<file path="src/rtl/core/jdtm_pkg.sv">
// shared types and constants for the jtag debug transport module
`timescale 1ns / 1ps
`default_nettype none

package jdtm_pkg;

  // instruction register width and codes
  localparam int IR_BITS = 5;
  localparam logic [IR_BITS-1:0] INS_IDCODE = 5'h01;
  localparam logic [IR_BITS-1:0] INS_DTMCS  = 5'h10;
  localparam logic [IR_BITS-1:0] INS_DMI    = 5'h11;
  localparam logic [IR_BITS-1:0] INS_BYPASS = 5'h1f;

  // debug bus register: op 1..0, data 33..2, address above
  localparam int ADDRESS_BITS_DEF = 7;
  localparam int BUS_FIXED_BITS   = 34;
  localparam int DATA_BITS        = 32;
  localparam logic [1:0] OP_READ  = 2'b01;
  localparam logic [1:0] OP_WRITE = 2'b10;

  // status word bit that forces a tap reset
  localparam int HARD_RESET_BIT = 16;

  // configuration
  localparam int CFG_INDEX_BITS = 2;
  localparam int CFG_DATA_BITS  = 32;
  localparam logic [CFG_INDEX_BITS-1:0] CFG_IDCODE = 2'd0;
  localparam logic [CFG_INDEX_BITS-1:0] CFG_IDLE   = 2'd1;
  localparam logic [31:0] IDCODE_RESET = 32'hdeadbeef;
  localparam logic [2:0]  IDLE_RESET   = 3'd4;

  // tap controller states
  typedef enum logic [15:0] {
    TAP_TLR   = 16'h0001,
    TAP_RTI   = 16'h0002,
    TAP_SELDR = 16'h0004,
    TAP_CAPDR = 16'h0008,
    TAP_SHDR  = 16'h0010,
    TAP_EX1DR = 16'h0020,
    TAP_PAUDR = 16'h0040,
    TAP_EX2DR = 16'h0080,
    TAP_UPDR  = 16'h0100,
    TAP_SELIR = 16'h0200,
    TAP_CAPIR = 16'h0400,
    TAP_SHIR  = 16'h0800,
    TAP_EX1IR = 16'h1000,
    TAP_PAUIR = 16'h2000,
    TAP_EX2IR = 16'h4000,
    TAP_UPIR  = 16'h8000
  } tap_state_t;

  // debug bus sequencer states
  typedef enum logic [3:0] {
    BUS_IDLE  = 4'b0001,
    BUS_READ  = 4'b0010,
    BUS_WRITE = 4'b0100,
    BUS_WAIT  = 4'b1000
  } bus_state_t;

  // tap position decode shared by the data path and bus sequencer
  typedef struct packed {
    logic in_tlr;
    logic cap_dr;
    logic sh_dr;
    logic up_dr;
    logic sh_ir;
  } tap_stat_t;

  // bus sequencer strobes toward the data registers
  typedef struct packed {
    logic do_read;
    logic do_write;
  } bus_ctl_t;

endpackage

`default_nettype wire

</file>
<file path="src/rtl/core/jdtm_tap.sv">
// tap controller state machine and instruction register
`timescale 1ns / 1ps
`default_nettype none

module jdtm_tap (
  input  wire logic                          clk,
  input  wire logic                          rst_n,
  input  wire logic                          step,
  input  wire logic                          tck_edge,
  input  wire logic                          tms,
  input  wire logic                          tdi,
  input  wire logic                          test_reset_n,
  input  wire logic                          status_hard_reset,
  output jdtm_pkg::tap_stat_t                stat,
  output logic [jdtm_pkg::IR_BITS-1:0]       ir
);

  jdtm_pkg::tap_state_t tap_r, tap_nxt, tap_adv;
  logic [jdtm_pkg::IR_BITS-1:0] ir_r, ir_nxt;

  // position decode
  assign stat.in_tlr = (tap_r == jdtm_pkg::TAP_TLR);
  assign stat.cap_dr = (tap_r == jdtm_pkg::TAP_CAPDR);
  assign stat.sh_dr  = (tap_r == jdtm_pkg::TAP_SHDR);
  assign stat.up_dr  = (tap_r == jdtm_pkg::TAP_UPDR);
  assign stat.sh_ir  = (tap_r == jdtm_pkg::TAP_SHIR);
  assign ir = ir_r;

  // standard tap transitions plus forced reset from the status register
  always_comb begin
    unique case (tap_r)
      jdtm_pkg::TAP_TLR:   tap_adv = tms ? jdtm_pkg::TAP_TLR   : jdtm_pkg::TAP_RTI;
      jdtm_pkg::TAP_RTI:   tap_adv = tms ? jdtm_pkg::TAP_SELDR : jdtm_pkg::TAP_RTI;
      jdtm_pkg::TAP_SELDR: tap_adv = tms ? jdtm_pkg::TAP_SELIR : jdtm_pkg::TAP_CAPDR;
      jdtm_pkg::TAP_CAPDR: tap_adv = tms ? jdtm_pkg::TAP_EX1DR : jdtm_pkg::TAP_SHDR;
      jdtm_pkg::TAP_SHDR:  tap_adv = tms ? jdtm_pkg::TAP_EX1DR : jdtm_pkg::TAP_SHDR;
      jdtm_pkg::TAP_EX1DR: tap_adv = tms ? jdtm_pkg::TAP_UPDR  : jdtm_pkg::TAP_PAUDR;
      jdtm_pkg::TAP_PAUDR: tap_adv = tms ? jdtm_pkg::TAP_EX2DR : jdtm_pkg::TAP_PAUDR;
      jdtm_pkg::TAP_EX2DR: tap_adv = tms ? jdtm_pkg::TAP_UPDR  : jdtm_pkg::TAP_SHDR;
      jdtm_pkg::TAP_UPDR: begin
        if (ir_r == jdtm_pkg::INS_DTMCS && status_hard_reset) begin
          tap_adv = jdtm_pkg::TAP_TLR;
        end else begin
          tap_adv = tms ? jdtm_pkg::TAP_SELDR : jdtm_pkg::TAP_RTI;
        end
      end
      jdtm_pkg::TAP_SELIR: tap_adv = tms ? jdtm_pkg::TAP_TLR   : jdtm_pkg::TAP_CAPIR;
      jdtm_pkg::TAP_CAPIR: tap_adv = tms ? jdtm_pkg::TAP_EX1IR : jdtm_pkg::TAP_SHIR;
      jdtm_pkg::TAP_SHIR:  tap_adv = tms ? jdtm_pkg::TAP_EX1IR : jdtm_pkg::TAP_SHIR;
      jdtm_pkg::TAP_EX1IR: tap_adv = tms ? jdtm_pkg::TAP_UPIR  : jdtm_pkg::TAP_PAUIR;
      jdtm_pkg::TAP_PAUIR: tap_adv = tms ? jdtm_pkg::TAP_EX2IR : jdtm_pkg::TAP_PAUIR;
      jdtm_pkg::TAP_EX2IR: tap_adv = tms ? jdtm_pkg::TAP_UPIR  : jdtm_pkg::TAP_SHIR;
      default:             tap_adv = tms ? jdtm_pkg::TAP_SELDR : jdtm_pkg::TAP_RTI;
    endcase
  end

  // advance on a test clock edge, test reset wins
  always_comb begin
    tap_nxt = tap_r;
    if (step) begin
      if (!test_reset_n) begin
        tap_nxt = jdtm_pkg::TAP_TLR;
      end else if (tck_edge) begin
        tap_nxt = tap_adv;
      end
    end
  end

  // instruction register shifts in shift-ir, loads idcode in reset
  always_comb begin
    ir_nxt = ir_r;
    if (step && tck_edge) begin
      if (stat.in_tlr) begin
        ir_nxt = jdtm_pkg::INS_IDCODE;
      end else if (stat.sh_ir) begin
        ir_nxt = {tdi, ir_r[jdtm_pkg::IR_BITS-1:1]};
      end
    end
  end

  always_ff @(posedge clk) begin
    if (!rst_n) begin
      tap_r <= jdtm_pkg::TAP_TLR;
      ir_r  <= jdtm_pkg::INS_IDCODE;
    end else begin
      tap_r <= tap_nxt;
      ir_r  <= ir_nxt;
    end
  end

endmodule

`default_nettype wire

</file>
<file path="src/rtl/core/jdtm_dr.sv">
// data registers (bypass, idcode, status, bus access) and tdo select
`timescale 1ns / 1ps
`default_nettype none

module jdtm_dr #(
  parameter int ADDRESS_BITS = jdtm_pkg::ADDRESS_BITS_DEF,
  localparam int BB = ADDRESS_BITS + jdtm_pkg::BUS_FIXED_BITS
) (
  input  wire logic                            clk,
  input  wire logic                            rst_n,
  input  wire logic                            step,
  input  wire logic                            tck_edge,
  input  wire logic                            tdi,
  input  wire logic [jdtm_pkg::DATA_BITS-1:0]  read_data,
  input  wire jdtm_pkg::tap_stat_t             stat,
  input  wire logic [jdtm_pkg::IR_BITS-1:0]    ir,
  input  wire jdtm_pkg::bus_ctl_t              bus_ctl,
  input  wire logic [31:0]                     idcode_value,
  input  wire logic [2:0]                      idle_hint,
  output logic                                 tdo,
  output logic                                 status_hard_reset,
  output logic [BB-1:0]                        bus_shift
);

  logic          bypass_r, bypass_nxt;
  logic [31:0]   ident_r, ident_nxt;
  logic [31:0]   status_r, status_nxt;
  logic [BB-1:0] bus_r, bus_nxt;
  logic [31:0]   status_word;
  logic          edge_go;
  logic          is_byp, is_id, is_dtm, is_dmi;

  assign edge_go = step && tck_edge;
  assign is_byp  = (ir == jdtm_pkg::INS_BYPASS);
  assign is_id   = (ir == jdtm_pkg::INS_IDCODE);
  assign is_dtm  = (ir == jdtm_pkg::INS_DTMCS);
  assign is_dmi  = (ir == jdtm_pkg::INS_DMI);

  assign status_word = (32'(idle_hint) << 12) | (32'(ADDRESS_BITS) << 4) | 32'd1;
  assign status_hard_reset = status_r[jdtm_pkg::HARD_RESET_BIT];
  assign bus_shift = bus_r;

  // tdo from the selected register while shifting
  always_comb begin
    tdo = 1'b0;
    if (stat.sh_ir) begin
      tdo = ir[0];
    end else if (stat.sh_dr) begin
      priority if (is_byp) tdo = bypass_r;
      else if (is_id)      tdo = ident_r[0];
      else if (is_dtm)     tdo = status_r[0];
      else if (is_dmi)     tdo = bus_r[0];
      else                 tdo = 1'b0;
    end
  end

  // next values of the data registers
  always_comb begin
    bypass_nxt = bypass_r;
    ident_nxt  = ident_r;
    status_nxt = status_r;
    bus_nxt    = bus_r;
    if (edge_go && stat.in_tlr) begin
      bypass_nxt = 1'b0;
      ident_nxt  = '0;
      status_nxt = '0;
      bus_nxt    = '0;
    end else if (step) begin
      if (edge_go && stat.sh_dr && is_byp) begin
        bypass_nxt = tdi;
      end
      if (edge_go && is_id) begin
        if (stat.cap_dr) begin
          ident_nxt = idcode_value;
        end else if (stat.sh_dr) begin
          ident_nxt = {tdi, ident_r[31:1]};
        end
      end
      if (edge_go && is_dtm) begin
        if (stat.cap_dr) begin
          status_nxt = status_word;
        end else if (stat.sh_dr) begin
          status_nxt = {tdi, status_r[31:1]};
        end
      end
      // capture on the bus register holds it and masks the bus update
      priority if (edge_go && is_dmi && stat.cap_dr) begin
        bus_nxt = bus_r;
      end else if (edge_go && is_dmi && stat.sh_dr) begin
        bus_nxt = {tdi, bus_r[BB-1:1]};
      end else if (bus_ctl.do_read) begin
        bus_nxt = {{ADDRESS_BITS{1'b0}}, read_data, 2'b00};
      end else if (bus_ctl.do_write) begin
        bus_nxt = {bus_r[BB-1:2], 2'b00};
      end else begin
        bus_nxt = bus_r;
      end
    end
  end

  always_ff @(posedge clk) begin
    if (!rst_n) begin
      bypass_r <= 1'b0;
      ident_r  <= '0;
      status_r <= '0;
      bus_r    <= '0;
    end else begin
      bypass_r <= bypass_nxt;
      ident_r  <= ident_nxt;
      status_r <= status_nxt;
      bus_r    <= bus_nxt;
    end
  end

endmodule

`default_nettype wire

</file>
<file path="src/rtl/core/jdtm_dmi.sv">
// debug bus sequencer: read or write strobe after update-dr
`timescale 1ns / 1ps
`default_nettype none

module jdtm_dmi #(
  parameter int ADDRESS_BITS = jdtm_pkg::ADDRESS_BITS_DEF,
  localparam int BB = ADDRESS_BITS + jdtm_pkg::BUS_FIXED_BITS
) (
  input  wire logic                            clk,
  input  wire logic                            rst_n,
  input  wire logic                            step,
  input  wire logic                            test_reset_n,
  input  wire jdtm_pkg::tap_stat_t             stat,
  input  wire logic [jdtm_pkg::IR_BITS-1:0]    ir,
  input  wire logic [BB-1:0]                   bus_shift,
  output jdtm_pkg::bus_ctl_t                   bus_ctl,
  output logic [ADDRESS_BITS-1:0]              address,
  output logic [jdtm_pkg::DATA_BITS-1:0]       write_data
);

  jdtm_pkg::bus_state_t phase_r, phase_nxt, phase_adv;
  logic [1:0] op;

  assign op = bus_shift[1:0];
  assign bus_ctl.do_read  = (phase_r == jdtm_pkg::BUS_READ);
  assign bus_ctl.do_write = (phase_r == jdtm_pkg::BUS_WRITE);

  // bus fields are shown only during a strobe
  assign address = (bus_ctl.do_read || bus_ctl.do_write)
                   ? bus_shift[BB-1:jdtm_pkg::BUS_FIXED_BITS] : '0;
  assign write_data = bus_ctl.do_write ? bus_shift[jdtm_pkg::BUS_FIXED_BITS-1:2] : '0;

  // sequencer transitions
  always_comb begin
    phase_adv = phase_r;
    unique case (phase_r)
      jdtm_pkg::BUS_IDLE: begin
        if (ir == jdtm_pkg::INS_DMI && stat.up_dr) begin
          if (op == jdtm_pkg::OP_READ) begin
            phase_adv = jdtm_pkg::BUS_READ;
          end else if (op == jdtm_pkg::OP_WRITE) begin
            phase_adv = jdtm_pkg::BUS_WRITE;
          end
        end
      end
      jdtm_pkg::BUS_READ:  phase_adv = jdtm_pkg::BUS_WAIT;
      jdtm_pkg::BUS_WRITE: phase_adv = jdtm_pkg::BUS_WAIT;
      jdtm_pkg::BUS_WAIT: begin
        if (!stat.up_dr) begin
          phase_adv = jdtm_pkg::BUS_IDLE;
        end
      end
      default: phase_adv = jdtm_pkg::BUS_IDLE;
    endcase
  end

  // test reset returns to idle
  always_comb begin
    phase_nxt = phase_r;
    if (step) begin
      phase_nxt = test_reset_n ? phase_adv : jdtm_pkg::BUS_IDLE;
    end
  end

  always_ff @(posedge clk) begin
    if (!rst_n) begin
      phase_r <= jdtm_pkg::BUS_IDLE;
    end else begin
      phase_r <= phase_nxt;
    end
  end

endmodule

`default_nettype wire

</file>
<file path="src/rtl/core/jtag_debug_transport_module.sv">
// top level of the jtag debug transport module with result register
//
//  channel  | direction | beat contents
//  ---------+-----------+------------------------------------------------------
//  in_      | input     | tck_edge, tms, tdi, test_reset_n, dmi_read_data
//  out_     | output    | tdo, dmi_address, dmi_write_data, read/write strobes
//  cfg_     | input     | write enable, register index, write data
//
// One beat in, one beat out: the tap, data registers and bus sequencer update
// from the accepted beat, and the result lands in the output register on the
// same edge. A stalled output holds in that register and blocks input only
// while it is full and not taken.
// Synchronous active-low reset puts the tap in test-logic-reset, the bus
// sequencer in idle and clears the output valid flag.
`timescale 1ns / 1ps
`default_nettype none

module jtag_debug_transport_module #(
  parameter int ADDRESS_BITS = jdtm_pkg::ADDRESS_BITS_DEF
) (
  input  wire logic                                 clk,
  input  wire logic                                 rst_n,
  // input channel
  input  wire logic                                 in_valid,
  output logic                                      in_ready,
  input  wire logic                                 in_tck_edge,
  input  wire logic                                 in_tms,
  input  wire logic                                 in_tdi,
  input  wire logic                                 in_test_reset_n,
  input  wire logic [jdtm_pkg::DATA_BITS-1:0]       in_dmi_read_data,
  // result channel
  output logic                                      out_valid,
  input  wire logic                                 out_ready,
  output logic                                      out_tdo,
  output logic [ADDRESS_BITS-1:0]                   out_dmi_address,
  output logic [jdtm_pkg::DATA_BITS-1:0]            out_dmi_write_data,
  output logic                                      out_dmi_read_strobe,
  output logic                                      out_dmi_write_strobe,
  // configuration
  input  wire logic                                 cfg_we,
  input  wire logic [jdtm_pkg::CFG_INDEX_BITS-1:0]  cfg_index,
  input  wire logic [jdtm_pkg::CFG_DATA_BITS-1:0]   cfg_wdata
);

  localparam int BB = ADDRESS_BITS + jdtm_pkg::BUS_FIXED_BITS;

  logic [31:0] idcode_r;
  logic [2:0]  idle_r;

  logic step;
  jdtm_pkg::tap_stat_t             stat;
  jdtm_pkg::bus_ctl_t              bus_ctl;
  logic [jdtm_pkg::IR_BITS-1:0]    ir;
  logic                            hard_reset;
  logic                            tdo;
  logic [BB-1:0]                   bus_shift;
  logic [ADDRESS_BITS-1:0]         address;
  logic [jdtm_pkg::DATA_BITS-1:0]  write_data;

  logic                            out_valid_r, out_valid_nxt;
  logic                            tdo_r;
  logic [ADDRESS_BITS-1:0]         addr_r;
  logic [jdtm_pkg::DATA_BITS-1:0]  wdata_r;
  logic                            rd_r, wr_r;

  // accept while the result register is empty or being drained
  assign in_ready = !out_valid_r || out_ready;
  assign step = in_valid && in_ready;

  // configuration registers
  always_ff @(posedge clk) begin
    if (!rst_n) begin
      idcode_r <= jdtm_pkg::IDCODE_RESET;
      idle_r   <= jdtm_pkg::IDLE_RESET;
    end else if (cfg_we) begin
      if (cfg_index == jdtm_pkg::CFG_IDCODE) begin
        idcode_r <= cfg_wdata;
      end else if (cfg_index == jdtm_pkg::CFG_IDLE) begin
        idle_r <= cfg_wdata[2:0];
      end
    end
  end

  jdtm_tap u_tap (
    .clk               (clk),
    .rst_n             (rst_n),
    .step              (step),
    .tck_edge          (in_tck_edge),
    .tms               (in_tms),
    .tdi               (in_tdi),
    .test_reset_n      (in_test_reset_n),
    .status_hard_reset (hard_reset),
    .stat              (stat),
    .ir                (ir)
  );

  jdtm_dr #(.ADDRESS_BITS(ADDRESS_BITS)) u_dr (
    .clk               (clk),
    .rst_n             (rst_n),
    .step              (step),
    .tck_edge          (in_tck_edge),
    .tdi               (in_tdi),
    .read_data         (in_dmi_read_data),
    .stat              (stat),
    .ir                (ir),
    .bus_ctl           (bus_ctl),
    .idcode_value      (idcode_r),
    .idle_hint         (idle_r),
    .tdo               (tdo),
    .status_hard_reset (hard_reset),
    .bus_shift         (bus_shift)
  );

  jdtm_dmi #(.ADDRESS_BITS(ADDRESS_BITS)) u_dmi (
    .clk          (clk),
    .rst_n        (rst_n),
    .step         (step),
    .test_reset_n (in_test_reset_n),
    .stat         (stat),
    .ir           (ir),
    .bus_shift    (bus_shift),
    .bus_ctl      (bus_ctl),
    .address      (address),
    .write_data   (write_data)
  );

  // result register
  always_comb begin
    out_valid_nxt = out_valid_r;
    if (step) begin
      out_valid_nxt = 1'b1;
    end else if (out_ready) begin
      out_valid_nxt = 1'b0;
    end
  end

  always_ff @(posedge clk) begin
    if (!rst_n) begin
      out_valid_r <= 1'b0;
    end else begin
      out_valid_r <= out_valid_nxt;
    end
  end

  always_ff @(posedge clk) begin
    if (step) begin
      tdo_r   <= tdo;
      addr_r  <= address;
      wdata_r <= write_data;
      rd_r    <= bus_ctl.do_read;
      wr_r    <= bus_ctl.do_write;
    end
  end

  assign out_valid            = out_valid_r;
  assign out_tdo              = tdo_r;
  assign out_dmi_address      = addr_r;
  assign out_dmi_write_data   = wdata_r;
  assign out_dmi_read_strobe  = rd_r;
  assign out_dmi_write_strobe = wr_r;

`ifndef ASSERT_OFF
  // a bus beat is a read or a write, never both
  assert property (@(posedge clk) disable iff (!rst_n)
    out_valid_r |-> !(rd_r && wr_r))
    else $error("read and write strobe in one beat");

  // write data appears only with the write strobe
  assert property (@(posedge clk) disable iff (!rst_n)
    (out_valid_r && !wr_r) |-> (wdata_r == '0))
    else $error("write data outside write strobe");

  // address appears only with a strobe
  assert property (@(posedge clk) disable iff (!rst_n)
    (out_valid_r && !rd_r && !wr_r) |-> (addr_r == '0))
    else $error("address outside bus strobe");

  // a bus strobe ends once the beat that carries it is accepted
  assert property (@(posedge clk) disable iff (!rst_n)
    (step && (bus_ctl.do_read || bus_ctl.do_write)) |=>
      !(bus_ctl.do_read || bus_ctl.do_write))
    else $error("bus strobe lasted more than one beat");
`endif

endmodule

`default_nettype wire
</file>
<file path="config.mk">
export PLATFORM = sky130hd
export DESIGN_NAME = jtag_debug_transport_module
export DESIGN_NICKNAME = d
export VERILOG_FILES = /design/src/rtl/core/jdtm_pkg.sv /design/src/rtl/core/jdtm_tap.sv /design/src/rtl/core/jdtm_dr.sv /design/src/rtl/core/jdtm_dmi.sv /design/src/rtl/core/jtag_debug_transport_module.sv
export SDC_FILE = /design/constraint.sdc
export NUM_CORES = 1
export LEC_CHECK = 0
export BUFFER_PORTS_ARGS = -buffer_cell sky130_fd_sc_hd__buf_2
export CELL_PAD_IN_SITES_DETAIL_PLACEMENT = 1
export CELL_PAD_IN_SITES_GLOBAL_PLACEMENT = 1
export CORE_MARGIN = 1.5
export CORE_UTILIZATION = 44
export DETAILED_ROUTE_END_ITERATION = 6
export PLACE_DENSITY = 0.84
export SKIP_CTS_REPAIR_TIMING = 1
export SLEW_MARGIN = 40
export SYNTH_ARGS = -nofsm -noshare
export SYNTH_HDL_FRONTEND = slang
export SYNTH_SLANG_ARGS = --single-unit
</file>
<file path="constraint.sdc">
create_clock -name clk -period 2.8 [get_ports clk]
set_input_delay 0.56 -clock clk [delete_from_list [all_inputs] [get_ports clk]]
set_output_delay 0.56 -clock clk [all_outputs]
set_load 0.005 [all_outputs]
</file>
==> results of run 1 <==
==> cell families after synthesis <==
kind of cell             share of synthesized area (%)
multiplexers                                     5.012
buffers and inverters                            4.165
AO/OA/AOI/OAI                                    8.895
AND/OR/NAND/NOR                                  28.84
flip-flops                                       51.96
adder cells (fa/ha/maj)                         0.1412
XOR/XNOR                                        0.9882
==> final timing paths <==
kind                                        from                to  slack [ps]  cells past startpoint
worst max-delay path             u_tap.tap_r[12]    u_tap.tap_r[1]         260                      6
worst min-delay path                cfg_wdata[6]       idcode_r[6]         260                      3
worst max register to register   u_tap.tap_r[12]    u_tap.tap_r[1]         260                      6
worst min register to register  u_dr.ident_r[15]  u_dr.ident_r[15]         450                      2
==> final cells by class <==
class                      instances  share of cell area (%)
antenna                            1                 0.02395
clock buffer                      30                   6.238
clock inverter                    12                  0.9100
inverter                           5                  0.1796
multi-input combinational        705                   37.39
sequential                       209                   44.06
tap                              265                   3.173
timing repair buffer             146                   8.022
==> power by group through the flow <==
stage / logic [mW] / clock network, mW / registers (mW)
after floorplan: 0.148 / 0 / 3.21
after global placement: 0.288 / 0 / 3.22
after detailed placement: 0.294 / 0 / 3.22
after CTS: 0.297 / 3.01 / 3.16
after global routing: 0.324 / 3.14 / 3.16
final: 0.294 / 2.94 / 3.16
==> metal layers <==
layer / vias up / wire length (um) / GRT usage (%)
met1: 3494 / 10010 / 26.90
met4: 0 / 460 / 5.773
met3: 40 / 919 / 3.019
met5: - / 0 / 0
met2: 147 / 10800 / 36.82
li1: 3619 / - / -
==> layout by cell type (no fill, tap or decap), types with 3 or more instances in the layout <==
| cell type | count |
|---|---|
| a21boi_0 | 13 |
| a21oi_1 | 64 |
| a22o_1 | 3 |
| a22oi_1 | 16 |
| a32oi_1 | 3 |
| and2_1 | 38 |
| buf_12 | 3 |
| buf_2 | 118 |
| buf_4 | 25 |
| clkbuf_16 | 23 |
| clkbuf_8 | 5 |
| clkinv_1 | 4 |
| clkinv_2 | 3 |
| dfxtp_1 | 167 |
| edfxtp_1 | 42 |
| inv_1 | 4 |
| mux2_2 | 35 |
| mux2i_1 | 5 |
| nand2_1 | 177 |
| nand3_1 | 61 |
| nand4_1 | 13 |
| nand4b_1 | 3 |
| nor2_1 | 133 |
| nor2b_1 | 20 |
| nor3_1 | 14 |
| nor4_1 | 35 |
| nor4_2 | 4 |
| nor4_4 | 3 |
| nor4b_1 | 5 |
| o21ai_0 | 10 |
| o21ai_1 | 3 |
| or4_1 | 3 |
| xnor2_1 | 6 |
| xor2_1 | 4 |
==> cell usage after synthesis (4+ instances only) <==
master | instances | area (sq um)
a21boi_0 | 13 | 97.59
a21oi_1 | 64 | 320.3
a22oi_1 | 16 | 120.1
and2_1 | 38 | 237.7
buf_2 | 28 | 140.1
buf_4 | 4 | 30.03
buf_6 | 4 | 45.04
clkbuf_1 | 36 | 135.1
dfxtp_1 | 167 | 3343
edfxtp_1 | 42 | 1261
inv_1 | 4 | 15.01
mux2_2 | 35 | 394.1
mux2i_1 | 5 | 50.05
nand2_1 | 178 | 668.1
nand3_1 | 61 | 305.3
nand4_1 | 13 | 81.33
nor2_1 | 133 | 499.2
nor2b_1 | 20 | 125.1
nor3_1 | 14 | 70.07
nor4_1 | 35 | 219.0
nor4_2 | 4 | 50.05
nor4b_1 | 6 | 52.55
o21ai_0 | 10 | 50.05
xnor2_1 | 6 | 52.55
xor2_1 | 4 | 35.03
==> worst reg2reg max path, stage by stage, from the launching register on <==
cell       delay (ps)
dfxtp_1           380
or4_1             710
nor4b_1           620
o211a_1           270
a2111oi_1         120
nor4_2            240
nor3b_1            80
==> flip-flops by register name, indices dropped and copies added, names as in the netlist <==
| register | flops |
|---|---|
| u_dr.bus_shift | 41 |
| idcode_r | 32 |
| out_dmi_write_data | 32 |
| u_dr.ident_r | 32 |
| u_dr.status_r | 32 |
| u_tap.tap_r | 16 |
| out_dmi_address | 7 |
| u_tap.ir | 5 |
| u_dmi.phase_r | 4 |
| idle_r | 3 |
| out_dmi_read_strobe | 1 |
| out_dmi_write_strobe | 1 |
| out_tdo | 1 |
| out_valid | 1 |
| u_dr.bypass_r | 1 |
==> through the flow <==
| step | instance area, sq um | power, mW | cells | util, % |
|---|---|---|---|---|
| after floorplan | 8862 | 3.361 | 991 | - |
| after global placement | 9701 | 3.506 | 1330 | 49.52 |
| after detailed placement | 9701 | 3.517 | 1330 | 49.52 |
| after CTS | 10450 | 6.459 | 1372 | 53.33 |
| after global routing | 10450 | 6.621 | 1373 | 53.34 |
| final | 10450 | 6.393 | 1373 | 53.34 |
==> impl_results.md, run 1 <==
- CP endpoint kind: register
- Number of remaining DRC errors: 0
- Antenna Violating Nets Remaining: 0
- Final setup TNS: 0 ps
- Area of the multi-input gates: approximately 4000 sq um
- Share of layout cells above drive strength 1: 21.23%
- HPWL Detailed: 14870 um
- Crit-path leading delay family: simple AND/OR/NAND/NOR gates
- Max Clock Skew: roughly 12 ps
- Worst-Skew Late Latency: 500 ps
- Mean Syn Cell Area: 8.943 sq um
- Post-synth ARST share: 0%
- Area grow syn2layout: 17.92%
- Vias in the first global route: 7558
- Prevailing post-synth register cell: dfxtp_1
- Starting Density: between 40% and 50%
- Fillers: 2319
- Synthesized area: 8862 sq um
- Power share of the clock group: 46.1%
- Switch Pwr: ~1.4 mW
- First-iteration detailed-routing DRC count: 352
- Crit path DAT: 2920 ps
- Worst Tran Pin Value: 712.1 ps
- Die width: 144.9 um
- Internal power: 4.979 mW
- Slowest CP cell: or4_1
- Hold Path Class: in -> reg
- CTS Root Cell: clkbuf_16
- Clk slew on worst S/H paths: roughly 60 ps
- Hold Vio Cnt, Final: 0
- Detailed-route via count: 7300
- Max clock buf depth: 3
- Peak supply drop: 0.4401 mV
- Worst path max stage delay: 710 ps
- Max-slew violations: 0
- CTS tree: built
- GRT Util Overall: a little over a fifth
- DR vias/cell: 5.317
- Wire per inst: 16.16 um
- Synth cell types: 57
- Yosys warns: 0
- Register area: around 4600 sq um
- Required @ worst endpoint: 3180 ps
- Core Region: roughly 20000 sq um
- RSZ-0062 raised after global routing: no
- WP buf/inv: 0
- Post-Route WL: 22190 um
- Yosys reg bits: 209
- Fmax: 394.0 MHz
- Total grt overflow: 0
- Largest net degree at the start of global routing: 46
- 1st-pass router iterations: 4
- Global placement routability congestion: 0.8953
- Cell Rows: 51
- Sequential share of power: between 40% and 50%
- Num CTS Buffers: 23
- Fin crit period: 2538 ps
- Setup CP Type: reg -> reg
- Mapped Cells: 991
- Pre-CTS setup slack: between 300 and 400 ps
- Number of synthesized flops with an enable pin: between 40 and 50
- Die Y: 144.9 um
- Critical path, cell by cell: or4_1, nor4b_1, o211a_1, a2111oi_1, nor4_2, nor3b_1
- Syn nets: 1067
- Fin nets: 1166
- Period Utilization, post-route: between 90% and 100%
- Global-route wire length before repair: 37430 um
- Post-synthesis sequential area ratio: 51.96%
- Critical Path Start Type: register
- Port bufs: 118
- Hold slack: 263.7 ps
- Comb power frac: 4.6%
- Status: finished clean
- Crit path max fanout: 7
- Pleak: around 4.1 nW
- Clock sink count: 209
- Max Cap Viol: 0
- Die ar.: 21000 sq um
- Final worst slack: 261.7 ps
- H-tree levels: 1
- Power per Cell Area: 611.8 nW/um^2
- Antenna violations before repair: 1
- Num ports: 119
- Relative slew slack: 52.21%
- Final setup viols: 0
- Switch share: around 22%
Power figures use the tool's default switching activity.
==> run 2: changes to the inputs <==
--- a/config.mk
+++ b/config.mk
@@ -13,7 +13,7 @@
 export DETAILED_ROUTE_END_ITERATION = 6
 export PLACE_DENSITY = 0.84
 export SKIP_CTS_REPAIR_TIMING = 1
-export SLEW_MARGIN = 40
+export SLEW_MARGIN = 25
 export SYNTH_ARGS = -nofsm -noshare
 export SYNTH_HDL_FRONTEND = slang
 export SYNTH_SLANG_ARGS = --single-unit
==> constraint.sdc (replaced) <==
create_clock -name clk -period 2.4 [get_ports clk]
set_input_delay 0.48 -clock clk [delete_from_list [all_inputs] [get_ports clk]]
set_output_delay 0.48 -clock clk [all_outputs]
set_load 0.005 [all_outputs]
==> impl_results.md, run 2 (synthesis results as in run 1) <==
- Dpl cell area: 9916 sq um (+2.2%)
- Worst Tran Pin Value: 726.8 ps (+14.73 ps)
- Antenna Violating Nets Remaining: 0 (unchanged)
- Sequential share of power: 50.6% (+1.3 points)
- Vias in the first global route: 7907 (+4.6%)
- Starting Density: 45.24% (unchanged)
- Status: finished clean
- Final worst slack: 135.4 ps (-126.2 ps)
- Critical path, cell by cell: nor4b_1, buf_4, and4_1, nor2_1, o211ai_4, buf_12, nor2_1, nor4_1
- 1st-pass router iterations: 4 (unchanged)
- Max clock buf depth: 3 (unchanged)
- Num CTS Buffers: 23 (unchanged)
- Pre-CTS setup slack: 76.40 ps (-225.3 ps)
- DR vias/cell: 5.406 (+1.7%)
- Post-Route Utilization: 54.34% (+1.0 points)
- Detailed-route via count: 7509 (+2.9%)
- Worst path max stage delay: 520 ps (-190 ps)
- Internal power: 5.640 mW (+13%)
- Most common cell after layout, fill and taps aside: nand2_1
- Clk slew on worst S/H paths: 60 ps (about the same)
- Share of layout cells above drive strength 1: 22.19% (+0.96 points)
- Area grow syn2layout: 20.12%
- CP most frequent cell: nor2_1
- Final setup TNS: 0 ps (unchanged)
- Total grt overflow: 0 (unchanged)
- Period Utilization, post-route: 94.36% (+3.7 points)
- Max-slew violations: 0 (unchanged)
- Post-Route WL: 23570 um (+6.2%)
- Switch Pwr: 1.637 mW (+16%)
- Critical Path Start Type: register
- Cell Rows: 51 (unchanged)
- Largest net degree at the start of global routing: 45 (-2.2%)
- Peak supply drop: 0.5972 mV (+36%)
- Max Clock Skew: 21.94 ps (+9.617 ps)
- Hold Vio Cnt, Final: 0 (unchanged)
- Max Cap Viol: 0 (unchanged)
- Hold Path Class: in -> reg
- Hold slack: 168.4 ps (-95.24 ps)
- Setup CP Type: reg -> reg
- Slowest CP cell: dfxtp_1
- Fmax: 441.6 MHz (+12%)
- First-iteration detailed-routing DRC count: 388 (+10%)
- Die width: 144.9 um (unchanged)
- CTS Root Cell: clkbuf_16
- Power per Cell Area: 683.6 nW/um^2 (+12%)
- Switch share: 22.50% (+0.38 points)
- Antenna violations before repair: 3 (+2)
- Fin nets: 1182 (+1.4%)
- Core Region: 19590 sq um (unchanged)
- Global placement routability congestion: 0.8485 (-5.2%)
- Final Cell Area: 10650 sq um (+1.9%)
- Clock sink count: 209 (unchanged)
- CTS tree: built
- Final non-filler cell total: 1389 (+1.2%)
- Total power: 7.277 mW (+14%)
- Final setup viols: 0 (unchanged)
- Num ports: 119 (unchanged)
- Pleak: 4.194 nW (+2.5%)
- Port bufs: 118 (unchanged)
- HPWL Detailed: 15340 um (+3.2%)
- Power share of the clock group: 44.4% (-1.7 points)
- Wire per inst: 16.97 um (+5.0%)
- Worst-Skew Late Latency: 520 ps (+20 ps)
- Fin crit period: 2265 ps (-273.8 ps)
- Required @ worst endpoint: 2800 ps (-380 ps)
- Number of flip-flops in the largest register: 41 (unchanged)
- Cell Count Post-Placement: 1345 (+1.1%)
- GRT Util Overall: 22.32% (+1.3 points)
- Crit path DAT: 2670 ps (-250 ps)
- Number of remaining DRC errors: 0 (unchanged)
- Global-route wire length before repair: 39240 um (+4.8%)
- H-tree levels: 1 (unchanged)
- Relative slew slack: 51.55% (-0.66 points)
- Crit path max fanout: 32 (+25)
- Die Y: 144.9 um (unchanged)
- Comb power frac: 5.0% (+0.4 points)
- Most frequent cells in the layout: nand2_1 (177), dfxtp_1 (167), nor2_1 (133)
- Die ar.: 21000 sq um (unchanged)
- CP endpoint kind: register
==> run 2: changes by cell type in the layout (fill, tap and decap cells not counted), sizes merged <==
cell	previous run	this run
bufinv	1	0
clkinv	7	2
clkinvlp	2	1
clkbuf	30	36
buf	146	162
diode	1	2
==> run 2: final cells by class <==
class | instances | area (sq um)
flip-flops and latches | 209 | 4604
multi-input cells | 705 | 3945
clock buffers | 36 | 644.4
inverters | 5 | 21.27
clock inverters | 5 | 35.03
repair buffers | 162 | 1059
fillers | 2305 | 8945
well taps | 265 | 331.6
diodes | 2 | 5.005
==> run 2: power groups by stage <==
stage	Combinational (mW)	Clock, mW	Sequential [mW]
after global routing	0.400	3.45	3.68
final	0.363	3.23	3.68
after CTS	0.366	3.32	3.68
after global placement	0.353	0	3.75
after detailed placement	0.363	0	3.76
after floorplan	0.173	0	3.75
==> run 2: critical path: cells and delay by family (launching register included) <==
kind	cells	cell delay, ps
compound gates	1	200
flops	1	520
buf+inv	2	410
simple gates	5	1000
==> run 2: path summary, 6_finish.rpt <==
| path | start | endpoint | slack [ps] | cells past startpoint |
|---|---|---|---|---|
| hold / removal | cfg_wdata[10] | idcode_r[10] | 170 | 3 |
| setup / recovery | u_tap.tap_r[4] | u_dr.bus_shift[29] | 140 | 8 |
| hold reg to reg | u_dr.ident_r[3] | u_dr.ident_r[3] | 450 | 2 |
| setup reg to reg | u_tap.tap_r[4] | u_dr.bus_shift[29] | 140 | 8 |
==> run 2: metal layers <==
layer	vias up	global-route usage [%]	share of wire, %
met1	3654	26.49	42
li1	3657	-	-
met5	-	0	0.042
met3	41	3.585	4.4
met2	155	40.53	51
met4	2	7.887	2.4
==> run 3: changes to the inputs <==
--- a/config.mk
+++ b/config.mk
@@ -9,9 +9,10 @@
 export CELL_PAD_IN_SITES_DETAIL_PLACEMENT = 1
 export CELL_PAD_IN_SITES_GLOBAL_PLACEMENT = 1
 export CORE_MARGIN = 1.5
-export CORE_UTILIZATION = 44
+export CORE_UTILIZATION = 40
 export DETAILED_ROUTE_END_ITERATION = 6
-export PLACE_DENSITY = 0.84
+export GPL_ROUTABILITY_DRIVEN = 0
+export PLACE_DENSITY = 0.78
 export SKIP_CTS_REPAIR_TIMING = 1
 export SLEW_MARGIN = 25
 export SYNTH_ARGS = -nofsm -noshare
==> impl_results.md, run 3 (synthesis results as in run 1) <==
- Fin crit period: 2310 ps (+45.89 ps)
- Critical path, cell by cell: or4_1, nor4_2, nand2_1, nand2_4, buf_4, a21oi_1
- Crit-path leading delay family: simple AND/OR/NAND/NOR gates
- Final setup viols: 0 (unchanged)
- Die Y: 151.8 um (+4.8%)
- Post-Route Utilization: 49.33% (-5.0 points)
- Clock sink count: 209 (unchanged)
- Max-slew violations: 0 (unchanged)
- Switch Pwr: 1.632 mW (-0.31%)
- Comb power frac: 5.0% (about the same)
- Starting Density: 40.73% (-4.5 points)
- Worst path max stage delay: 600 ps (+80 ps)
- Internal power: 5.697 mW (+1.0%)
- Pleak: 4.233 nW (+0.95%)
- Crit path depth: 6 (-2)
- RR Endpoint: u_dr.ident_r[30]
- Area grow syn2layout: 21.11%
- Fin nets: 1190 (+0.68%)
- Hold Path Class: in -> reg
- Setup CP Type: reg -> reg
- Critical Path Start Type: register
- Global-route wire length before repair: 38090 um (-2.9%)
- Post-Route WL: 22570 um (-4.3%)
- Fillers: 2580 (+12%)
- Ant. Diodes: 0 (-2)
- Period Utilization, post-route: 96.27% (+1.9 points)
- Antenna Violating Nets Remaining: 0 (unchanged)
- Fmax: 432.8 MHz (-2.0%)
- H-tree levels: 1 (unchanged)
- Worst Tran Pin Value: 694.9 ps (-31.92 ps)
- Max clock buf depth: 3 (unchanged)
- CP endpoint kind: register
- Num CTS Buffers: 23 (unchanged)
- Detailed-route via count: 7419 (-1.2%)
- Status: finished clean
- Max Cap Viol: 0 (unchanged)
- Slowest CP cell: or4_1
- Most common cell after layout, fill and taps aside: nand2_1
- Worst R2R Start: u_tap.tap_r[5]
- Num ports: 119 (unchanged)
- Number of remaining DRC errors: 0 (unchanged)
- Wire per inst: 15.99 um (-5.8%)
- Most frequent cells in the layout: nand2_1 (177), dfxtp_1 (167), nor2_1 (133)
- GRT Util Overall: 19.55% (-2.8 points)
- Sequential share of power: 50.2% (-0.4 points)
- Number of flip-flops in the largest register: 41 (unchanged)
- FF-to-FF setup slack: 90 ps (-50 ps)
- Power share of the clock group: 44.8% (+0.4 points)
- R2r worst-path depth: 6 (-2)
- Required @ worst endpoint: 2780 ps (-20 ps)
- Die ar.: 23060 sq um (+9.8%)
- Crit path max fanout: 16 (-50%)
- Beginning of the worst hold path: cfg_wdata[5]
- Crit path DAT: 2690 ps (+20 ps)
- Vias in the first global route: 7680 (-2.9%)
- Worst-Skew Late Latency: 500 ps (-20 ps)
- Total grt overflow: 0 (unchanged)
- 1st-pass router iterations: 4 (unchanged)
- Switch share: 22.27% (-0.23 points)
- Cell Rows: 54 (+5.9%)
- Hold Path End: idcode_r[5]
- Antenna violations before repair: 0 (-3)
- Hold Vio Cnt, Final: 0 (unchanged)
- Origin of the worst setup path: u_tap.tap_r[5]
- DR vias/cell: 5.258 (-2.7%)
- RSZ-0062 raised after global routing: yes
- Power per Cell Area: 682.9 nW/um^2 (about the same)
- Port bufs: 118 (unchanged)
- Share of layout cells above drive strength 1: 22.90% (+0.71 points)
- Largest net degree at the start of global routing: 36 (-20%)
- WP buf/inv: 1 (-1)
- First-iteration detailed-routing DRC count: 273 (-30%)
- Max Clock Skew: 7.494 ps (-14.44 ps)
- CTS Root Cell: clkbuf_16
- Peak supply drop: 0.3731 mV (-38%)
- Worst Hold Depth: 3 (unchanged)
- Core Region: 21760 sq um (+11%)
- HPWL Detailed: 15220 um (-0.78%)
- Final setup TNS: 0 ps (unchanged)
- Die width: 151.8 um (+4.8%)
- Clk slew on worst S/H paths: 60 ps (about the same)
- Relative slew slack: 53.56% (+2.0 points)
- CTS tree: built
==> run 3: per-stage QoR <==
step                instance area, sq um  worst slack (ps)  power [mW]  instances  hold WS (ps)
finish                             10730             89.54       7.330       1411         186.8
CTS                                10700             54.90       7.416       1410         174.5
global route                       10730            -5.630       7.613       1411         184.9
global placement                    9995             125.2       4.112       1368         434.3
floorplan                           8865             159.0       3.921        991         427.6
detailed placement                  9995             77.86       4.124       1368         446.9
==> run 3: layout make-up <==
type | count | area (sq um) | area share, %
clock buffer | 33 | 654.4 | 6.097
tap | 280 | 350.3 | 3.264
sequential | 209 | 4604 | 42.90
multi-input combinational | 705 | 3930 | 36.62
inverter | 5 | 21.27 | 0.1982
timing repair buffer | 170 | 1119 | 10.42
clock inverter | 9 | 53.80 | 0.5013
==> run 3: how the worst max path moves through the flow <==
stage                                    end  slack, ps
after floorplan           u_dr.bus_shift[10]        160
after global placement     u_dr.status_r[12]        130
after detailed placement    u_dr.ident_r[30]         80
after CTS                   u_dr.ident_r[30]         50
after global routing        u_dr.ident_r[30]         -6
final                       u_dr.ident_r[30]         90
==> run 3: routing by layer <==
layer | up-vias | global-route usage, % | wire length, um
met3 | 29 | 2.653 | 783
met5 | - | 0 | 0
met4 | 0 | 4.115 | 319
met2 | 120 | 35.38 | 11220
li1 | 3669 | - | -
met1 | 3601 | 24.74 | 10240
==> run 3: power by group through the flow <==
stage,clock network [mW],logic (mW),registers (mW)
2_1_floorplan,0,0.173,3.75
3_3_place_gp,0,0.359,3.75
3_5_place_dp,0,0.368,3.76
4_1_cts,3.37,0.370,3.68
5_1_grt,3.52,0.404,3.69
6_report,3.29,0.366,3.68
==> run 3: worst register-to-register path, cell delays in order, from the launching register on <==
cell     delay, ps
dfxtp_1        420
or4_1          600
nor4_2         470
nand2_1        170
nand2_4        200
buf_4          260
a21oi_1         70
